--- src/assert_macros.svh ---
// Assertion helpers shared by the RTL.
`ifndef ASSERT_MACROS_SVH
`define ASSERT_MACROS_SVH

// Same-cycle implication, checked outside reset.
`define ASSERT_IMPLIES(label, clk, rst_n, ante, cons) \
    label: assert property (@(posedge clk) disable iff (!rst_n) (ante) |-> (cons)) \
        else $error("assertion failed: same-cycle implication");

// Next-cycle implication, checked outside reset.
`define ASSERT_NEXT(label, clk, rst_n, ante, cons) \
    label: assert property (@(posedge clk) disable iff (!rst_n) (ante) |=> (cons)) \
        else $error("assertion failed: next-cycle implication");

`endif

--- src/rv32d_pkg.sv ---
package rv32d_pkg;

    localparam int WORD_BITS  = 32;
    localparam int SHAMT_BITS = $clog2(WORD_BITS);
    localparam int KIND_BITS  = 6;
    localparam int REG_BITS   = 5;
    localparam int CSR_BITS   = 12;

    // major opcodes, bits 6..0
    localparam logic [6:0] OPC_LUI    = 7'h37;
    localparam logic [6:0] OPC_AUIPC  = 7'h17;
    localparam logic [6:0] OPC_JAL    = 7'h6f;
    localparam logic [6:0] OPC_JALR   = 7'h67;
    localparam logic [6:0] OPC_BRANCH = 7'h63;
    localparam logic [6:0] OPC_LOAD   = 7'h03;
    localparam logic [6:0] OPC_STORE  = 7'h23;
    localparam logic [6:0] OPC_ALUI   = 7'h13;
    localparam logic [6:0] OPC_ALUR   = 7'h33;
    localparam logic [6:0] OPC_SYS    = 7'h73;

    localparam logic [2:0] F3_ZERO  = 3'd0;
    localparam logic [2:0] F3_SLL   = 3'd1;
    localparam logic [2:0] F3_SR    = 3'd5;
    localparam logic [6:0] F7_ZERO  = 7'h00;
    localparam logic [6:0] F7_ALT   = 7'h20;

    localparam logic [WORD_BITS-1:0] ECALL_WORD  = 32'h0000_0073;
    localparam logic [WORD_BITS-1:0] EBREAK_WORD = 32'h0010_0073;

    typedef enum logic [3:0] {
        FMT_NONE,
        FMT_LUI,
        FMT_AUIPC,
        FMT_JAL,
        FMT_JALR,
        FMT_BRANCH,
        FMT_LOAD,
        FMT_STORE,
        FMT_ALUI,
        FMT_ALUR,
        FMT_SYS
    } t_fmt;

    typedef enum logic [KIND_BITS-1:0] {
        OP_ILLEGAL = 6'd0,
        OP_LUI, OP_AUIPC, OP_JAL, OP_JALR,
        OP_BEQ, OP_BNE, OP_BLT, OP_BGE, OP_BLTU, OP_BGEU,
        OP_LB, OP_LH, OP_LW, OP_LBU, OP_LHU,
        OP_SB, OP_SH, OP_SW,
        OP_ADDI, OP_SLTI, OP_SLTIU, OP_XORI, OP_ORI, OP_ANDI,
        OP_SLLI, OP_SRLI, OP_SRAI,
        OP_ADD, OP_SUB, OP_SLL, OP_SLT, OP_SLTU, OP_XOR, OP_SRL, OP_SRA, OP_OR, OP_AND,
        OP_ECALL, OP_EBREAK,
        OP_CSRRW, OP_CSRRS, OP_CSRRC, OP_CSRRWI, OP_CSRRSI, OP_CSRRCI
    } t_op_kind;

    function automatic t_op_kind branch_kind(input logic [2:0] f3);
        t_op_kind k;
        unique case (f3)
            3'd0:    k = OP_BEQ;
            3'd1:    k = OP_BNE;
            3'd4:    k = OP_BLT;
            3'd5:    k = OP_BGE;
            3'd6:    k = OP_BLTU;
            3'd7:    k = OP_BGEU;
            default: k = OP_ILLEGAL;
        endcase
        return k;
    endfunction

    function automatic t_op_kind load_kind(input logic [2:0] f3);
        t_op_kind k;
        unique case (f3)
            3'd0:    k = OP_LB;
            3'd1:    k = OP_LH;
            3'd2:    k = OP_LW;
            3'd4:    k = OP_LBU;
            3'd5:    k = OP_LHU;
            default: k = OP_ILLEGAL;
        endcase
        return k;
    endfunction

    function automatic t_op_kind store_kind(input logic [2:0] f3);
        t_op_kind k;
        unique case (f3)
            3'd0:    k = OP_SB;
            3'd1:    k = OP_SH;
            3'd2:    k = OP_SW;
            default: k = OP_ILLEGAL;
        endcase
        return k;
    endfunction

    // shift codes (1 and 5) are handled by the caller
    function automatic t_op_kind alui_kind(input logic [2:0] f3);
        t_op_kind k;
        unique case (f3)
            3'd0:    k = OP_ADDI;
            3'd2:    k = OP_SLTI;
            3'd3:    k = OP_SLTIU;
            3'd4:    k = OP_XORI;
            3'd6:    k = OP_ORI;
            3'd7:    k = OP_ANDI;
            default: k = OP_ILLEGAL;
        endcase
        return k;
    endfunction

    function automatic t_op_kind alur_kind(input logic [2:0] f3);
        t_op_kind k;
        unique case (f3)
            3'd0:    k = OP_ADD;
            3'd1:    k = OP_SLL;
            3'd2:    k = OP_SLT;
            3'd3:    k = OP_SLTU;
            3'd4:    k = OP_XOR;
            3'd5:    k = OP_SRL;
            3'd6:    k = OP_OR;
            default: k = OP_AND;
        endcase
        return k;
    endfunction

    function automatic t_op_kind csr_kind(input logic [2:0] f3);
        t_op_kind k;
        unique case (f3)
            3'd1:    k = OP_CSRRW;
            3'd2:    k = OP_CSRRS;
            3'd3:    k = OP_CSRRC;
            3'd5:    k = OP_CSRRWI;
            3'd6:    k = OP_CSRRSI;
            3'd7:    k = OP_CSRRCI;
            default: k = OP_ILLEGAL;
        endcase
        return k;
    endfunction

endpackage

--- src/rv32i_instruction_decoder.sv ---
// RV32I instruction decoder. Each request carries one instruction word and its
// byte address. The result names the instruction (op kind 1..45, or 0 with the
// illegal flag for anything unrecognized), its rd/rs1/rs2 fields, the
// sign-extended immediate of its format (shift amount for slli/srli/srai), the
// CSR number, and pc + immediate for branches and jal. Fields an instruction
// does not use read as zero, and an illegal word gives all-zero fields. The
// block is a three-register pipeline: input capture with opcode class, field
// decode, then target add and cleanup into the output register. It takes one
// request per clock while o_in_stall is low. A request moves through the
// capture, decode and output registers in order, and its result is taken
// while the output is not stalled. Output stall ripples back through the stage
// enables: a bubble anywhere in the pipe is filled, and the input stalls only
// when all three stages hold requests and the output is stalled.
`include "assert_macros.svh"

module rv32i_instruction_decoder (
    input  logic                                   i_clk,
    input  logic                                   i_rst_n,

    // request channel
    input  logic                                   i_in_valid,
    output logic                                   o_in_stall,
    input  logic [rv32d_pkg::WORD_BITS-1:0]        i_pc,
    input  logic [rv32d_pkg::WORD_BITS-1:0]        i_word,

    // result channel
    output logic                                   o_out_valid,
    input  logic                                   i_out_stall,
    output logic [rv32d_pkg::KIND_BITS-1:0]        o_op_kind,
    output logic                                   o_illegal,
    output logic [rv32d_pkg::REG_BITS-1:0]         o_dest_reg,
    output logic [rv32d_pkg::REG_BITS-1:0]         o_src_reg_a,
    output logic [rv32d_pkg::REG_BITS-1:0]         o_src_reg_b,
    output logic signed [rv32d_pkg::WORD_BITS-1:0] o_immediate,
    output logic [rv32d_pkg::CSR_BITS-1:0]         o_csr_number,
    output logic [rv32d_pkg::WORD_BITS-1:0]        o_target
);

    localparam int WB = rv32d_pkg::WORD_BITS;
    localparam int RB = rv32d_pkg::REG_BITS;
    localparam int CB = rv32d_pkg::CSR_BITS;
    localparam int SB = rv32d_pkg::SHAMT_BITS;

    // ---------------------------------------------------------------
    // Stage enables: a stage loads when it is empty or the one after
    // it is moving. The output register moves when it is empty or taken.
    // ---------------------------------------------------------------
    logic r_v1, r_v2, r_v3;
    logic en1, en2, en3;

    assign en3 = !r_v3 || !i_out_stall;
    assign en2 = !r_v2 || en3;
    assign en1 = !r_v1 || en2;
    assign o_in_stall = !en1;

    always_ff @(posedge i_clk) begin
        if (!i_rst_n) begin
            r_v1 <= 1'b0;
            r_v2 <= 1'b0;
            r_v3 <= 1'b0;
        end else begin
            if (en1) begin
                r_v1 <= i_in_valid;
            end
            if (en2) begin
                r_v2 <= r_v1;
            end
            if (en3) begin
                r_v3 <= r_v2;
            end
        end
    end

    // ---------------------------------------------------------------
    // Stage 1: capture the request and classify the major opcode.
    // ---------------------------------------------------------------
    rv32d_pkg::t_fmt       n_s1_fmt;
    rv32d_pkg::t_fmt       r_s1_fmt;
    logic [WB-1:0]         r_s1_pc;
    logic [WB-1:0]         r_s1_word;

    always_comb begin
        unique case (i_word[6:0])
            rv32d_pkg::OPC_LUI:    n_s1_fmt = rv32d_pkg::FMT_LUI;
            rv32d_pkg::OPC_AUIPC:  n_s1_fmt = rv32d_pkg::FMT_AUIPC;
            rv32d_pkg::OPC_JAL:    n_s1_fmt = rv32d_pkg::FMT_JAL;
            rv32d_pkg::OPC_JALR:   n_s1_fmt = rv32d_pkg::FMT_JALR;
            rv32d_pkg::OPC_BRANCH: n_s1_fmt = rv32d_pkg::FMT_BRANCH;
            rv32d_pkg::OPC_LOAD:   n_s1_fmt = rv32d_pkg::FMT_LOAD;
            rv32d_pkg::OPC_STORE:  n_s1_fmt = rv32d_pkg::FMT_STORE;
            rv32d_pkg::OPC_ALUI:   n_s1_fmt = rv32d_pkg::FMT_ALUI;
            rv32d_pkg::OPC_ALUR:   n_s1_fmt = rv32d_pkg::FMT_ALUR;
            rv32d_pkg::OPC_SYS:    n_s1_fmt = rv32d_pkg::FMT_SYS;
            default:               n_s1_fmt = rv32d_pkg::FMT_NONE;
        endcase
    end

    always_ff @(posedge i_clk) begin
        if (en1) begin
            r_s1_fmt  <= n_s1_fmt;
            r_s1_pc   <= i_pc;
            r_s1_word <= i_word;
        end
    end

    // ---------------------------------------------------------------
    // Stage 2: op kind, register fields and immediate per format.
    // ---------------------------------------------------------------
    logic [2:0]    f3;
    logic [6:0]    f7;
    logic [RB-1:0] fld_rd, fld_rs1, fld_rs2;
    logic [WB-1:0] imm_i, imm_s, imm_b, imm_u, imm_j, imm_sh;

    assign f3      = r_s1_word[14:12];
    assign f7      = r_s1_word[31:25];
    assign fld_rd  = r_s1_word[11:7];
    assign fld_rs1 = r_s1_word[19:15];
    assign fld_rs2 = r_s1_word[24:20];

    assign imm_i  = {{(WB-12){r_s1_word[31]}}, r_s1_word[31:20]};
    assign imm_s  = {{(WB-12){r_s1_word[31]}}, r_s1_word[31:25], r_s1_word[11:7]};
    assign imm_b  = {{(WB-13){r_s1_word[31]}}, r_s1_word[31], r_s1_word[7],
                     r_s1_word[30:25], r_s1_word[11:8], 1'b0};
    assign imm_u  = {r_s1_word[31:12], 12'd0};
    assign imm_j  = {{(WB-21){r_s1_word[31]}}, r_s1_word[31], r_s1_word[19:12],
                     r_s1_word[20], r_s1_word[30:21], 1'b0};
    // shift amount: low bits of the rs2 slot
    assign imm_sh = {{(WB-SB){1'b0}}, r_s1_word[20 +: SB]};

    rv32d_pkg::t_op_kind n_s2_kind, r_s2_kind;
    logic [RB-1:0]       n_s2_rd, n_s2_a, n_s2_b, r_s2_rd, r_s2_a, r_s2_b;
    logic [WB-1:0]       n_s2_imm, r_s2_imm;
    logic [CB-1:0]       n_s2_csr, r_s2_csr;
    logic                n_s2_tgt, r_s2_tgt;
    logic [WB-1:0]       r_s2_pc;

    always_comb begin
        n_s2_kind = rv32d_pkg::OP_ILLEGAL;
        n_s2_rd   = '0;
        n_s2_a    = '0;
        n_s2_b    = '0;
        n_s2_imm  = '0;
        n_s2_csr  = '0;
        n_s2_tgt  = 1'b0;
        unique case (r_s1_fmt)
            rv32d_pkg::FMT_LUI: begin
                n_s2_kind = rv32d_pkg::OP_LUI;
                n_s2_imm  = imm_u;
                n_s2_rd   = fld_rd;
            end
            rv32d_pkg::FMT_AUIPC: begin
                n_s2_kind = rv32d_pkg::OP_AUIPC;
                n_s2_imm  = imm_u;
                n_s2_rd   = fld_rd;
            end
            rv32d_pkg::FMT_JAL: begin
                n_s2_kind = rv32d_pkg::OP_JAL;
                n_s2_imm  = imm_j;
                n_s2_rd   = fld_rd;
                n_s2_tgt  = 1'b1;
            end
            rv32d_pkg::FMT_JALR: begin
                if (f3 == rv32d_pkg::F3_ZERO) begin
                    n_s2_kind = rv32d_pkg::OP_JALR;
                end
                n_s2_imm = imm_i;
                n_s2_rd  = fld_rd;
                n_s2_a   = fld_rs1;
            end
            rv32d_pkg::FMT_BRANCH: begin
                n_s2_kind = rv32d_pkg::branch_kind(f3);
                n_s2_imm  = imm_b;
                n_s2_a    = fld_rs1;
                n_s2_b    = fld_rs2;
                n_s2_tgt  = 1'b1;
            end
            rv32d_pkg::FMT_LOAD: begin
                n_s2_kind = rv32d_pkg::load_kind(f3);
                n_s2_imm  = imm_i;
                n_s2_rd   = fld_rd;
                n_s2_a    = fld_rs1;
            end
            rv32d_pkg::FMT_STORE: begin
                n_s2_kind = rv32d_pkg::store_kind(f3);
                n_s2_imm  = imm_s;
                n_s2_a    = fld_rs1;
                n_s2_b    = fld_rs2;
            end
            rv32d_pkg::FMT_ALUI: begin
                n_s2_rd = fld_rd;
                n_s2_a  = fld_rs1;
                if (f3 == rv32d_pkg::F3_SLL) begin
                    n_s2_imm = imm_sh;
                    if (f7 == rv32d_pkg::F7_ZERO) begin
                        n_s2_kind = rv32d_pkg::OP_SLLI;
                    end
                end else if (f3 == rv32d_pkg::F3_SR) begin
                    n_s2_imm = imm_sh;
                    if (f7 == rv32d_pkg::F7_ZERO) begin
                        n_s2_kind = rv32d_pkg::OP_SRLI;
                    end else if (f7 == rv32d_pkg::F7_ALT) begin
                        n_s2_kind = rv32d_pkg::OP_SRAI;
                    end
                end else begin
                    n_s2_kind = rv32d_pkg::alui_kind(f3);
                    n_s2_imm  = imm_i;
                end
            end
            rv32d_pkg::FMT_ALUR: begin
                n_s2_rd = fld_rd;
                n_s2_a  = fld_rs1;
                n_s2_b  = fld_rs2;
                if (f7 == rv32d_pkg::F7_ZERO) begin
                    n_s2_kind = rv32d_pkg::alur_kind(f3);
                end else if (f7 == rv32d_pkg::F7_ALT && f3 == rv32d_pkg::F3_ZERO) begin
                    n_s2_kind = rv32d_pkg::OP_SUB;
                end else if (f7 == rv32d_pkg::F7_ALT && f3 == rv32d_pkg::F3_SR) begin
                    n_s2_kind = rv32d_pkg::OP_SRA;
                end
            end
            rv32d_pkg::FMT_SYS: begin
                if (f3 == rv32d_pkg::F3_ZERO) begin
                    // only the two exact environment-call words are legal
                    if (r_s1_word == rv32d_pkg::ECALL_WORD) begin
                        n_s2_kind = rv32d_pkg::OP_ECALL;
                    end else if (r_s1_word == rv32d_pkg::EBREAK_WORD) begin
                        n_s2_kind = rv32d_pkg::OP_EBREAK;
                    end
                end else begin
                    n_s2_kind = rv32d_pkg::csr_kind(f3);
                    n_s2_rd   = fld_rd;
                    n_s2_a    = fld_rs1;
                    n_s2_csr  = r_s1_word[31:20];
                end
            end
            default: begin
                n_s2_kind = rv32d_pkg::OP_ILLEGAL;
            end
        endcase
    end

    always_ff @(posedge i_clk) begin
        if (en2) begin
            r_s2_kind <= n_s2_kind;
            r_s2_rd   <= n_s2_rd;
            r_s2_a    <= n_s2_a;
            r_s2_b    <= n_s2_b;
            r_s2_imm  <= n_s2_imm;
            r_s2_csr  <= n_s2_csr;
            r_s2_tgt  <= n_s2_tgt;
            r_s2_pc   <= r_s1_pc;
        end
    end

    // ---------------------------------------------------------------
    // Stage 3: target add, then clear every field of an illegal word.
    // ---------------------------------------------------------------
    logic          ok;
    logic [WB-1:0] n_s3_target;

    assign ok          = (r_s2_kind != rv32d_pkg::OP_ILLEGAL);
    assign n_s3_target = (r_s2_tgt && ok) ? (r_s2_pc + r_s2_imm) : '0;

    rv32d_pkg::t_op_kind r_s3_kind;
    logic                r_s3_illegal;
    logic [RB-1:0]       r_s3_rd, r_s3_a, r_s3_b;
    logic [WB-1:0]       r_s3_imm, r_s3_target;
    logic [CB-1:0]       r_s3_csr;

    always_ff @(posedge i_clk) begin
        if (en3) begin
            r_s3_kind    <= r_s2_kind;
            r_s3_illegal <= !ok;
            r_s3_rd      <= ok ? r_s2_rd  : '0;
            r_s3_a       <= ok ? r_s2_a   : '0;
            r_s3_b       <= ok ? r_s2_b   : '0;
            r_s3_imm     <= ok ? r_s2_imm : '0;
            r_s3_csr     <= ok ? r_s2_csr : '0;
            r_s3_target  <= n_s3_target;
        end
    end

    assign o_out_valid  = r_v3;
    assign o_op_kind    = r_s3_kind;
    assign o_illegal    = r_s3_illegal;
    assign o_dest_reg   = r_s3_rd;
    assign o_src_reg_a  = r_s3_a;
    assign o_src_reg_b  = r_s3_b;
    assign o_immediate  = r_s3_imm;
    assign o_csr_number = r_s3_csr;
    assign o_target     = r_s3_target;

    // ---------------------------------------------------------------
    // Assertions
    // ---------------------------------------------------------------
    `ASSERT_IMPLIES(a_illegal_flag, i_clk, i_rst_n, o_out_valid,
        o_illegal == (o_op_kind == rv32d_pkg::OP_ILLEGAL))
    `ASSERT_IMPLIES(a_illegal_zero, i_clk, i_rst_n, o_out_valid && o_illegal,
        o_immediate == '0 && o_target == '0 && o_csr_number == '0 &&
        o_dest_reg == '0)
    `ASSERT_IMPLIES(a_target_only_flow, i_clk, i_rst_n, o_out_valid && o_target != '0,
        o_op_kind == rv32d_pkg::OP_JAL ||
        (o_op_kind >= rv32d_pkg::OP_BEQ && o_op_kind <= rv32d_pkg::OP_BGEU))
    `ASSERT_IMPLIES(a_stall_needs_item, i_clk, i_rst_n, o_in_stall,
        r_v1 && r_v2 && r_v3 && i_out_stall)
    `ASSERT_NEXT(a_out_held, i_clk, i_rst_n, o_out_valid && i_out_stall,
        o_out_valid && o_op_kind == $past(o_op_kind) && o_target == $past(o_target))

endmodule

--- config.mk ---
export PLATFORM = sky130hd
export DESIGN_NAME = rv32i_instruction_decoder
export DESIGN_NICKNAME = d
export VERILOG_FILES = /design/src/rv32d_pkg.sv /design/src/rv32i_instruction_decoder.sv
export VERILOG_INCLUDE_DIRS = /design/src /design/src/src
export SDC_FILE = /design/constraint.sdc
export NUM_CORES = 1
export LEC_CHECK = 0
export ABC_AREA = 0
export BUFFER_PORTS_ARGS = -buffer_cell sky130_fd_sc_hd__buf_2
export CAP_MARGIN = 20
export CORE_MARGIN = 2
export CORE_UTILIZATION = 40
export DETAILED_ROUTE_END_ITERATION = 12
export HOLD_SLACK_MARGIN = 0.03
export SYNTH_ARGS = -nofsm -noshare
export SYNTH_HDL_FRONTEND = slang
export SYNTH_SLANG_ARGS = --single-unit
--- constraint.sdc ---
create_clock -name i_clk -period 3.2 [get_ports i_clk]
set_input_delay 0.48 -clock i_clk [delete_from_list [all_inputs] [get_ports i_clk]]
set_output_delay 0.48 -clock i_clk [all_outputs]
set_load 0.01 [all_outputs]
==> flow_summary.ini <==
[routing]
drc_errors = 0
antenna_left = 0
wirelength_um = 28400
wire_per_inst_um = 19.4
firstDrtPassIters = 5
vias = 7538
drtIter0Drc = 689
avgViaCountPerCell = 5.16

[yosys]
yosys.cell_count.top_type = edfxtp_1
synth_cell_types = 66
synth_area_per_cell_um2 = 13.5
synth_area_um2 = 11700
yosysTopAreaCell = edfxtp_1
yosys_warnings = 0
synth-seq-cells = 267
synth_edf_count = 264
syn_inst = 870
netlist.area_leader.share_pct = 67.6
synth_commonest_cells = edfxtp_1, and2_1, nor2_1
seq_area_frac_synth_pct = 68.1
async_flop_share_pct = 0
synth_ff_type = edfxtp_1
syn_nets = 970
synthTopCellsByArea = edfxtp_1, and2_1, ha_1

[sta]
finalSetupViolations = 0
post-route-period-util_pct = 88.7
tns_ns = 0
worst_clock_skew_ns = 0.0160
fmax_mhz = 352
period_needed_ns = 2.84
maxSlewViolCount = 0
worstMarginPinSlew_ns = 0.829
rsz0062_at_grt = no
relSlewSlack_pct = 44.3
finalHoldViolCount = 0

[worst_hold_path]
min_path_type = in2reg
worstHoldStart = i_pc[16]

[global_route]
use_met1_pct = 26.4
grt-busiest-layer = met2
grt_pass1_vias = 7188
use_met3_pct = 2.46
grtUsageTotal_pct = 18.1
grt_start_max_net_pins = 99
grt_use_met2_pct = 28.3
grt-ovfl-total = 0
antenna_found_initial = 0
grt_pass1_wl_um = 42200

[layout]
postLayoutCellArea_um2 = 14000
area_growth_pct = 19.4
nNetsFinal = 1153
drive_above_1_share_pct = 23.3
antennaDiodeCount = 0

[die]
io_pins = 168
dieHeight_um = 175
die_w_um = 175
placementRows = 62
start_util_pct = 40.8
die_area_um2 = 30700
core_um2 = 28800

[place]
place_area_um2 = 13100
dp_hpwl_um = 20300
io_buffers = 167
gp_congestion = 0.891

[clocking]
cts.clk_slew.worst_paths_ns = 0.06
cts_inserted_buffers = 29
clkSinkCount = 267
cts_tree = yes
clockBufferDepth = 3
root_buffer = clkbuf_16
postCtsSetupRepairBufs = 0
cts_max_level = 1
clk_latency_ns = 0.55
ctsResizeCount = 0
cts_hold_buf = 0

[outcome]
outcome = finished clean

[power_and_ir_drop]
p_per_area_nw_per_um2 = 551
power.total_uw = 7720
p_leak_uw = 0.00610
peakVddDrop_mv = 0.413

[worst_setup_path]
setup.worst_path.start = r_s2_imm[0]
critPathKind = reg2reg
regToRegSetupSlack_ns = 0.36
worstSetupEndpointType = flip-flop
crit_arrival_ns = 3.12
crit_path_start_kind = flip-flop
worst_r2r_startpoint = r_s2_imm[0]
critPathMaxFanout = 4
required_ns = 3.48

[flow_run]
drv_cap = 0
## metrics by stage
stage                     cells  hold WS (ns)  setup WS, ns  utilization [%]
after floorplan             870         0.400         0.181                -
after global placement     1405         0.402         0.415             45.5
after detailed placement   1405         0.405         0.360             45.5
after CTS                  1459        0.0819         0.352             48.6
after global routing       1460        0.0868         0.154             48.7
final                      1460         0.104         0.362             48.7
## final cells by class
| class | count | area [um2] |
|---|---|---|
| repair buffers | 188 | 1020 |
| inverters | 16 | 61.3 |
| well taps | 384 | 480 |
| flip-flops and latches | 267 | 7990 |
| clock buffers | 32 | 737 |
| fillers | 2557 | 14800 |
| clock inverters | 22 | 166 |
| multi-input cells | 551 | 3550 |
## placed cells by master, fill, tap and decap left out, types with 4 or more instances in the layout
cell / synthesis / final
inv_1: 16 / 15
o21ai_0: 37 / 37
a21o_1: 29 / 29
clkinv_2: 0 / 11
o21a_1: 8 / 8
and3_1: 10 / 10
a21oi_1: 52 / 52
or2_2: 4 / 4
buf_2: 5 / 167
or3_1: 4 / 4
buf_4: 0 / 18
and2_1: 81 / 81
xnor2_1: 16 / 16
clkbuf_16: 0 / 29
edfxtp_1: 264 / 264
o211ai_1: 7 / 7
a22oi_1: 4 / 4
nor2b_1: 13 / 13
xor2_1: 15 / 15
nor4_1: 9 / 9
nand3_1: 8 / 8
o22ai_1: 4 / 4
nand4_1: 11 / 11
a211oi_1: 8 / 8
nor2_1: 65 / 65
nand2b_1: 7 / 7
nand2_1: 58 / 56
clkinv_1: 0 / 6
ha_1: 31 / 31
a22o_1: 4 / 4
nor3_1: 14 / 14
## logic make-up after synthesis
logic type	share of synthesized area (%)
AO/OA/AOI/OAI	11.1
XOR/XNOR	2.31
adder cells (fa/ha/maj)	3.56
buffers and inverters	1.74
flip-flops	68.1
AND/OR/NAND/NOR	13.2
## worst max-delay path, cell delays in order (launching register included)
cell	delay, ns
edfxtp_1	0.40
ha_1	0.26
fa_1	0.42
a21o_1	0.22
a221oi_4	0.36
o221ai_2	0.20
a21bo_2	0.27
a211oi_2	0.24
xor2_1	0.16
nor2_1	0.05
## layer usage
metal	routed length (um)	share of wire (%)	vias up
met3	1390	4.9	43
met5	0	0	-
met1	13300	47	3619
met4	751	2.6	0
met2	12900	46	239
li1	-	-	3637
## power breakdown
group	leakage [uW]	internal, uW	total (uW)	switching (uW)
clock network	0.000451	1820	3160	1340
registers	0.00308	3960	4050	87.4
logic	0.00257	196	509	313
total	0.00610	5980	7720	1740
## final timing paths
path / end / depth (start not counted)
max: o_target[28] / 9
min: r_s1_pc[16] / 1
max reg2reg: o_target[28] / 9
min reg2reg: r_s2_pc[9] / 0
Note: power is estimated with default switching activity, not from simulation.
